File: src/rtl/cti_pkg.sv
`default_nettype none
package cti_pkg;
    localparam int CAL_POINTS_DEF = 9;
    localparam int VALUE_W = 12;
    localparam int INDEX_W = 4;
    localparam int FLOW_W = 5;
    localparam int STATUS_W = 2;
    localparam int FLOW_OFFSET = 4;
    localparam int QUEUE_DEPTH = 2;

    typedef enum logic [STATUS_W-1:0] {
        ST_INSIDE = 2'd0,
        ST_BELOW  = 2'd1,
        ST_ABOVE  = 2'd2
    } t_status;

    typedef struct packed {
        logic               is_write;
        logic [INDEX_W-1:0] point_index;
        logic [VALUE_W-1:0] value;
    } t_cmd;
endpackage
`default_nettype wire

File: src/rtl/cti_front.sv
`default_nettype none
module cti_front
    import cti_pkg::*;
#(
    parameter int CAL_POINTS = CAL_POINTS_DEF
) (
    input  wire logic               i_clk,
    input  wire logic               i_rst_n,
    input  wire logic               i_valid,
    output logic                    o_stall,
    input  wire logic               i_kind,
    input  wire logic [INDEX_W-1:0] i_point_index,
    input  wire logic [VALUE_W-1:0] i_value,
    output logic                    o_cmd_valid,
    input  wire logic               i_cmd_take,
    output t_cmd                    o_cmd
);
    localparam int PTR_W = $clog2(QUEUE_DEPTH);

    t_cmd             r_mem [QUEUE_DEPTH];
    logic [PTR_W-1:0] r_wr, r_rd;
    logic [PTR_W:0]   r_cnt;
    logic             push, pop, drop;

    assign o_stall     = (r_cnt == (PTR_W+1)'(QUEUE_DEPTH));
    // drop writes aimed past the last point
    assign drop        = i_kind && (int'(i_point_index) >= CAL_POINTS);
    assign push        = i_valid && !o_stall && !drop;
    assign pop         = o_cmd_valid && i_cmd_take;
    assign o_cmd_valid = (r_cnt != '0);
    assign o_cmd       = r_mem[r_rd];

    always_ff @(posedge i_clk) begin
        if (!i_rst_n) begin
            r_wr  <= '0;
            r_rd  <= '0;
            r_cnt <= '0;
        end else begin
            if (push) r_wr <= r_wr + 1'b1;
            if (pop)  r_rd <= r_rd + 1'b1;
            r_cnt <= r_cnt + (PTR_W+1)'(push) - (PTR_W+1)'(pop);
        end
        if (push) r_mem[r_wr] <= '{is_write: i_kind, point_index: i_point_index,
                                   value: i_value};
    end

    assert property (@(posedge i_clk) disable iff (!i_rst_n)
        r_cnt <= (PTR_W+1)'(QUEUE_DEPTH)) else $error("queue overflow");
    assert property (@(posedge i_clk) disable iff (!i_rst_n)
        (r_cnt == '0) |-> !pop) else $error("pop from empty queue");
    assert property (@(posedge i_clk) disable iff (!i_rst_n)
        (push && !pop) |=> (r_cnt == $past(r_cnt) + 1'b1)) else $error("count slip");
endmodule
`default_nettype wire

File: src/rtl/cti_back.sv
`default_nettype none
module cti_back
    import cti_pkg::*;
#(
    parameter int CAL_POINTS = CAL_POINTS_DEF
) (
    input  wire logic              i_clk,
    input  wire logic              i_rst_n,
    input  wire logic              i_cmd_valid,
    output logic                   o_cmd_take,
    input  wire t_cmd              i_cmd,
    output logic                   o_valid,
    input  wire logic              i_stall,
    output logic [FLOW_W-1:0]      o_flow_halves,
    output logic [STATUS_W-1:0]    o_range_status
);
    localparam int ENTRIES = 2*CAL_POINTS - 1;
    localparam int IDX_W   = $clog2(ENTRIES + 1);
    localparam int TAB_W   = $clog2(ENTRIES);
    localparam int FLOW_MAX = ENTRIES - 1 + FLOW_OFFSET;
    // numerator width: (ENTRIES+4)*4095 scaled by 2, plus margin
    localparam int NUM_W = VALUE_W + IDX_W + 3;
    localparam int DEN_W = VALUE_W + 1;

    typedef enum logic [2:0] {S_IDLE, S_SCAN, S_PREP, S_DIV, S_FIX, S_DONE} t_state;

    t_state             r_state;
    logic [VALUE_W-1:0] r_tab [ENTRIES];
    logic [VALUE_W-1:0] r_x;
    logic [IDX_W-1:0]   r_k, r_lo, r_hi;
    logic               r_lo_ok, r_hi_ok;
    logic [VALUE_W-1:0] r_tl, r_tu;
    logic [NUM_W-1:0]   r_rem, r_quo;
    logic [DEN_W-1:0]   r_den;
    logic [$clog2(NUM_W+1)-1:0] r_bit;
    logic               r_valid;
    logic [FLOW_W-1:0]  r_flow;
    t_status            r_status;
    logic [FLOW_W-1:0]  r_out_flow;
    t_status            r_out_status;

    logic [VALUE_W-1:0] t;
    logic [IDX_W-1:0]   e;
    logic [TAB_W-1:0]   w_at, w_dn1, w_dn2, w_up1, w_up2;
    logic [VALUE_W:0]   d;
    logic [NUM_W-1:0]   span;
    logic [NUM_W-1:0]   num;
    logic [NUM_W:0]     trial;
    logic               out_free;

    assign out_free   = !r_valid || !i_stall;
    assign o_cmd_take = (r_state == S_IDLE) && i_cmd_valid;
    assign t          = r_tab[r_k[TAB_W-1:0]];
    assign e          = IDX_W'({i_cmd.point_index, 1'b0});
    assign w_at       = e[TAB_W-1:0];
    assign w_dn1      = w_at - TAB_W'(1);
    assign w_dn2      = w_at - TAB_W'(2);
    assign w_up1      = w_at + TAB_W'(1);
    assign w_up2      = w_at + TAB_W'(2);
    assign d          = {1'b0, r_tu} - {1'b0, r_tl};
    // hi may sit below lo when the table is not monotonic
    assign span       = NUM_W'($signed({1'b0, r_hi}) - $signed({1'b0, r_lo}));
    // 2N + D, N = (lo+4)*D + (x-tl)*(hi-lo)
    assign num = NUM_W'(2 * ((NUM_W'(r_lo) + NUM_W'(FLOW_OFFSET)) * NUM_W'(d)
                 + NUM_W'(r_x - r_tl) * span) + NUM_W'(d));
    assign trial = {r_rem[NUM_W-1:0], r_quo[NUM_W-1]} - (NUM_W+1)'({r_den, 1'b0});

    always_ff @(posedge i_clk) begin
        if (!i_rst_n) begin
            r_state <= S_IDLE;
            r_valid <= 1'b0;
            for (int i = 0; i < ENTRIES; i++) r_tab[i] <= '0;
        end else begin
            if (r_state == S_DONE && out_free) r_valid <= 1'b1;
            else if (!i_stall)                 r_valid <= 1'b0;
            case (r_state)
                S_IDLE: begin
                    if (i_cmd_valid) begin
                        if (i_cmd.is_write) begin
                            r_tab[w_at] <= i_cmd.value;
                            if (e >= IDX_W'(2))
                                r_tab[w_dn1] <= VALUE_W'(
                                    ({1'b0, r_tab[w_dn2]} + {1'b0, i_cmd.value}) >> 1);
                            if (32'(e) + 2 < ENTRIES)
                                r_tab[w_up1] <= VALUE_W'(
                                    ({1'b0, r_tab[w_up2]} + {1'b0, i_cmd.value}) >> 1);
                        end else begin
                            r_x     <= i_cmd.value;
                            r_k     <= '0;
                            r_lo_ok <= 1'b0;
                            r_hi_ok <= 1'b0;
                            r_state <= S_SCAN;
                        end
                    end
                end
                S_SCAN: begin
                    if (t <= r_x && (!r_lo_ok || t > r_tl)) begin
                        r_lo <= r_k; r_tl <= t; r_lo_ok <= 1'b1;
                    end
                    if (t >= r_x && (!r_hi_ok || t < r_tu)) begin
                        r_hi <= r_k; r_tu <= t; r_hi_ok <= 1'b1;
                    end
                    r_k <= r_k + 1'b1;
                    if (r_k == IDX_W'(ENTRIES - 1)) r_state <= S_PREP;
                end
                S_PREP: begin
                    if (!r_lo_ok) begin
                        r_flow <= FLOW_W'(FLOW_OFFSET); r_status <= ST_BELOW;
                        r_state <= S_DONE;
                    end else if (!r_hi_ok) begin
                        r_flow <= FLOW_W'(FLOW_MAX); r_status <= ST_ABOVE;
                        r_state <= S_DONE;
                    end else if (d == '0) begin
                        r_flow <= FLOW_W'(32'(r_lo) + FLOW_OFFSET);
                        r_status <= ST_INSIDE; r_state <= S_DONE;
                    end else begin
                        r_quo <= num; r_rem <= '0; r_den <= DEN_W'(d);
                        r_bit <= '0; r_status <= ST_INSIDE; r_state <= S_DIV;
                    end
                end
                S_DIV: begin
                    // one restoring step a cycle, divisor 2D
                    if (!trial[NUM_W]) begin
                        r_rem <= trial[NUM_W-1:0];
                        r_quo <= {r_quo[NUM_W-2:0], 1'b1};
                    end else begin
                        r_rem <= {r_rem[NUM_W-2:0], r_quo[NUM_W-1]};
                        r_quo <= {r_quo[NUM_W-2:0], 1'b0};
                    end
                    r_bit <= r_bit + 1'b1;
                    if (r_bit == $bits(r_bit)'(NUM_W - 1)) r_state <= S_FIX;
                end
                S_FIX: begin
                    r_flow  <= (r_quo > NUM_W'(FLOW_MAX)) ? FLOW_W'(FLOW_MAX) :
                               FLOW_W'(r_quo);
                    r_state <= S_DONE;
                end
                S_DONE: begin
                    // hold until the output register is free
                    if (out_free) begin
                        r_out_flow   <= r_flow;
                        r_out_status <= r_status;
                        r_state      <= S_IDLE;
                    end
                end
                default: r_state <= S_IDLE;
            endcase
        end
    end

    assign o_valid        = r_valid;
    assign o_flow_halves  = r_out_flow;
    assign o_range_status = r_out_status;

    assert property (@(posedge i_clk) disable iff (!i_rst_n)
        o_valid && i_stall |=> o_valid) else $error("result lost");
    assert property (@(posedge i_clk) disable iff (!i_rst_n)
        (r_state == S_SCAN) |-> !o_cmd_take) else $error("take while busy");
    assert property (@(posedge i_clk) disable iff (!i_rst_n)
        o_valid |-> (o_flow_halves >= FLOW_W'(FLOW_OFFSET))) else $error("flow low");
endmodule
`default_nettype wire

File: src/rtl/calibration_table_interpolator_unit.sv
// Channel | valid   | stall   | payload
// input   | i_valid | o_stall | i_kind, i_point_index, i_value
// output  | o_valid | i_stall | o_flow_halves, o_range_status
// A write is done in the back end's idle state and gives no item.
// A lookup scans every table entry, then runs the bit-serial divide when it
// falls inside the table; the back end takes no new command until the
// result moves into the output register.
// A two-entry queue keeps accepting while the back end works, until it is full.
// Synchronous reset clears the table to zero and empties the queue.
`default_nettype none
module calibration_table_interpolator_unit
    import cti_pkg::*;
#(
    parameter int CAL_POINTS = CAL_POINTS_DEF
) (
    input  wire logic                i_clk,
    input  wire logic                i_rst_n,
    input  wire logic                i_valid,
    output logic                     o_stall,
    input  wire logic                i_kind,
    input  wire logic [INDEX_W-1:0]  i_point_index,
    input  wire logic [VALUE_W-1:0]  i_value,
    output logic                     o_valid,
    input  wire logic                i_stall,
    output logic [FLOW_W-1:0]        o_flow_halves,
    output logic [STATUS_W-1:0]      o_range_status
);
    t_cmd cmd;
    logic cmd_valid, cmd_take;

    cti_front #(.CAL_POINTS(CAL_POINTS)) u_front (
        .i_clk, .i_rst_n, .i_valid, .o_stall, .i_kind, .i_point_index, .i_value,
        .o_cmd_valid(cmd_valid), .i_cmd_take(cmd_take), .o_cmd(cmd)
    );

    cti_back #(.CAL_POINTS(CAL_POINTS)) u_back (
        .i_clk, .i_rst_n, .i_cmd_valid(cmd_valid), .o_cmd_take(cmd_take),
        .i_cmd(cmd), .o_valid, .i_stall, .o_flow_halves, .o_range_status
    );
endmodule
`default_nettype wire
File: config.mk
export PLATFORM = sky130hd
export DESIGN_NAME = calibration_table_interpolator_unit
export DESIGN_NICKNAME = d
export VERILOG_FILES = /design/src/rtl/cti_pkg.sv /design/src/rtl/cti_front.sv /design/src/rtl/cti_back.sv /design/src/rtl/calibration_table_interpolator_unit.sv
export SDC_FILE = /design/constraint.sdc
export NUM_CORES = 2
export LEC_CHECK = 0
export BUFFER_PORTS_ARGS = -buffer_cell sky130_fd_sc_hd__buf_2
export CORE_ASPECT_RATIO = 1.5
export CORE_MARGIN = 2
export CORE_UTILIZATION = 40
export DETAILED_ROUTE_END_ITERATION = 12
export GPL_TIMING_DRIVEN = 0
export HOLD_SLACK_MARGIN = 0.02
export PLACE_DENSITY = 0.65
export SYNTH_ARGS = -nofsm -noshare
export SYNTH_HDL_FRONTEND = slang
export SYNTH_SLANG_ARGS = --single-unit
File: constraint.sdc
create_clock -name i_clk -period 10.54 [get_ports i_clk]
set_input_delay 1.581 -clock i_clk [delete_from_list [all_inputs] [get_ports i_clk]]
set_output_delay 1.581 -clock i_clk [all_outputs]
set_load 0.005 [all_outputs]
==> results.sh <==
export IMPL_relSlewSlack_pct=-6.15
export IMPL_die_area_um2=98100
export IMPL_rsz0062_at_grt="false"
export IMPL_min_period_ps=9950
export IMPL_cts_inserted_buffers=57
export IMPL_synth_fp_nets=3751
export IMPL_clockRootBuffer="clkbuf_16"
export IMPL_hold_path_class="reg -> reg"
export IMPL_io_pins=30
export IMPL_setup_violations=0
export IMPL_cts_tree="built"
export IMPL_fin_crit_sh_pct=94.4
export IMPL_r2r_start="u_back.r_tu[0]"
export IMPL_critPathTopFamily="adder cells"
export IMPL_drt_pass1_iter_count=6
export IMPL_final_common_cell="edfxtp_1"
export IMPL_async_reset_ff_share_pct=0
export IMPL_synthDistinctLibCells=88
export IMPL_cap_viol_max_count=5
export IMPL_worst_path_max_fanout=9
export IMPL_crit_start="u_back.r_tu[0]"
export IMPL_routed_wl_um=136000
export IMPL_num_vias=27800
export IMPL_synthCells=3336
export IMPL_worstRegToRegCells=33
export IMPL_syn_area_um2=38200
export IMPL_hpwl_um=108000
export IMPL_grt_max_degree=28
export IMPL_hold_violations=0
export IMPL_crit_buf_inv=6
export IMPL_met2WireLength_um=68800
export IMPL_wl_met1_um=43600
export IMPL_regToRegSetupSlack_ps=590
export IMPL_drc_errors=0
export IMPL_initial_core_util_pct=40.4
export IMPL_wl_per_cell_um=28.5
export IMPL_core_um2=94600
export IMPL_ys_flop_type="edfxtp_1"
export IMPL_grt_pass1_wl_um=194000
export IMPL_slowest_stage="a2111oi_1"
export IMPL_drt_iter0_drc=2635
export IMPL_gp_congestion=0.996
export IMPL_cts_sinks=557
export IMPL_tightest_slew_ps=1590
export IMPL_holdWs_ps=422
export IMPL_drtAntennaViolNets=0
export IMPL_grt_usage_pct=27.6
export IMPL_cp_common_cell="fa_1"
export IMPL_ys_warn_count=0
export IMPL_clkTransAtPathRegs_ps=60
export IMPL_drv_slew=32
export IMPL_r2r_end="u_back.r_quo[19]"
export IMPL_portBuffers=28
export IMPL_grt_ovfl_total=0
export IMPL_fillCellCount=8909
export IMPL_failed_checks="max-capacitance violations, max-slew violations"
export IMPL_fin_nets=3861
export IMPL_cts_htree_levels=2
export IMPL_crit_type="reg -> reg"
export IMPL_routed_top_layer="met5"
export IMPL_status="finished, violations left"
export IMPL_clockBufferDepth=3
export IMPL_route_met3_wl_um=8210
export IMPL_clock_latency_ps=670
export IMPL_drive_gt1_share_pct=12.1
export IMPL_crit_path_start_kind="flip-flop"
export IMPL_fmax_mhz=101
export IMPL_crit_arrival_ps=10330
export IMPL_synth_seq_cells=557
export IMPL_ys_seq_area_share_pct=43.4
export IMPL_synth_edf_count=543
export IMPL_finClkSkew_ps=34.9
export IMPL_die_h_um=383
export IMPL_endpoint_kind="flip-flop"
export IMPL_fp_dieW_um=256
export IMPL_cp_data_required_time_ps=10920
export IMPL_num_rows=138
export IMPL_max_stage_delay_ps=720
export IMPL_crit_cells=33
export IMPL_vias_per_cell=5.84
export IMPL_antenna_found_initial=1
export IMPL_final_cell_mix="543 x edfxtp_1, 407 x inv_1, 342 x nand2_1"
export IMPL_synth_avg_cell_area_um2=11.5
export IMPL_hold_buffers=0
export IMPL_grt_pass1_vias=29300
export IMPL_area_delta_synth_final_pct=11.0
export IMPL_setup_worst_path_end="u_back.r_quo[19]"
-- stage by stage --
step	instances	setup WS [ps]	util (%)	cell area (um2)	setup TNS [ps]
6_report	4755	591	44.8	42400	0
5_1_grt	4754	90.4	44.8	42400	0
4_1_cts	4752	192	44.8	42400	0
3_5_place_dp	4644	-532	42.6	40300	-11430
3_3_place_gp	4624	-539	42.2	39900	-10910
2_1_floorplan	3336	1620	-	38200	0
-- timing repair --
action                                  4_1_cts  5_1_grt
resized for setup                             2        3
pin swaps                                     1        0
setup buffers                                 2        0
endpoints found under the hold margin         0        0
endpoints found under the setup margin       39        7
-- sequential cells by signal (all words and copies together), names as in the netlist, named ones only --
register               cells
u_back.r_den              13
u_back.r_lo_ok             1
u_back.r_rem              20
u_back.r_hi_ok             1
u_back.r_flow              5
u_front.r_mem             34
u_back.o_flow_halves       5
u_back.r_lo                5
u_back.r_hi                5
u_front.r_rd               1
u_front.r_wr               1
u_back.o_valid             1
u_back.o_range_status      2
u_back.r_quo              20
u_back.r_tl               12
u_back.r_x                12
u_back.r_tu               12
u_front.r_cnt              2
u_back.r_state             3
u_back.r_k                 5
u_back.r_status            2
u_back.r_tab             384
u_back.r_bit               5
-- cell usage after synthesis, drive strengths merged, types with 15 or more instances --
cell      n  area share, %
edfxtp  543             43
inv     418            4.1
nand2   343            3.4
nor2    305            3.0
ha      208            6.8
fa      186            9.7
mux4    152            9.0
clkbuf  131            1.3
o22ai   108            1.8
a21oi   104            1.4
mux2i    93            2.5
xnor2    86            2.0
nand3    81            1.1
o21ai    52           0.68
a21o     43           0.84
xor2     42           0.98
and2     41           0.67
buf      41           0.53
nor3     32           0.43
nor2b    27           0.44
nand2b   26           0.43
and3     25           0.41
a31oi    23           0.38
a311oi   20           0.46
mux2     19           0.57
nand4    18           0.29
or2      18           0.29
o21a     15           0.29
-- layer usage --
metal	vias to the layer above	GRT usage (%)
met5	-	0
met4	2	25.8
met3	581	4.12
met2	1365	49.1
met1	13800	27.6
li1	12000	-
-- kinds of logic (layout without fill, tap and decap cells) --
group | count (synthesis) | after routing | synth area share (%)
simple gates | 960 | 960 | 11.3
buf+inv | 590 | 748 | 5.92
flops | 557 | 557 | 43.4
compound gates | 442 | 442 | 7.80
fa+ha+maj | 394 | 394 | 16.6
mux | 264 | 264 | 12.0
xor+xnor | 129 | 129 | 3.01
other cells | 0 | 1 | 0
-- final cells by class --
type	instances	area, um2	area share, %
Tap cell	1260	1580	3.72
Antenna cell	1	2.50	0.00590
Sequential cell	557	16600	39.1
Clock inverter	47	566	1.33
Buffer	170	694	1.64
Clock buffer	60	1440	3.39
Timing Repair Buffer	53	470	1.11
Multi-Input combinational cell	2189	19500	46.0
Inverter	418	1570	3.70
-- worst min-delay path by stage --
stage	from	endpoint	slack, ps	depth (start not counted)
finish	u_back.r_flow[4]	u_back.o_flow_halves[4]	420	0
global route	u_back.r_flow[3]	u_back.o_flow_halves[3]	440	0
CTS	u_back.r_flow[4]	u_back.o_flow_halves[4]	420	0
detailed placement	u_back.r_flow[2]	u_back.o_flow_halves[2]	410	0
global placement	u_back.r_flow[1]	u_back.o_flow_halves[1]	400	0
floorplan	u_back.r_flow[0]	u_back.o_flow_halves[0]	400	0
Power is not shown: default switching activity piles up to over one toggle a cycle in this logic, so the estimate is an artifact.
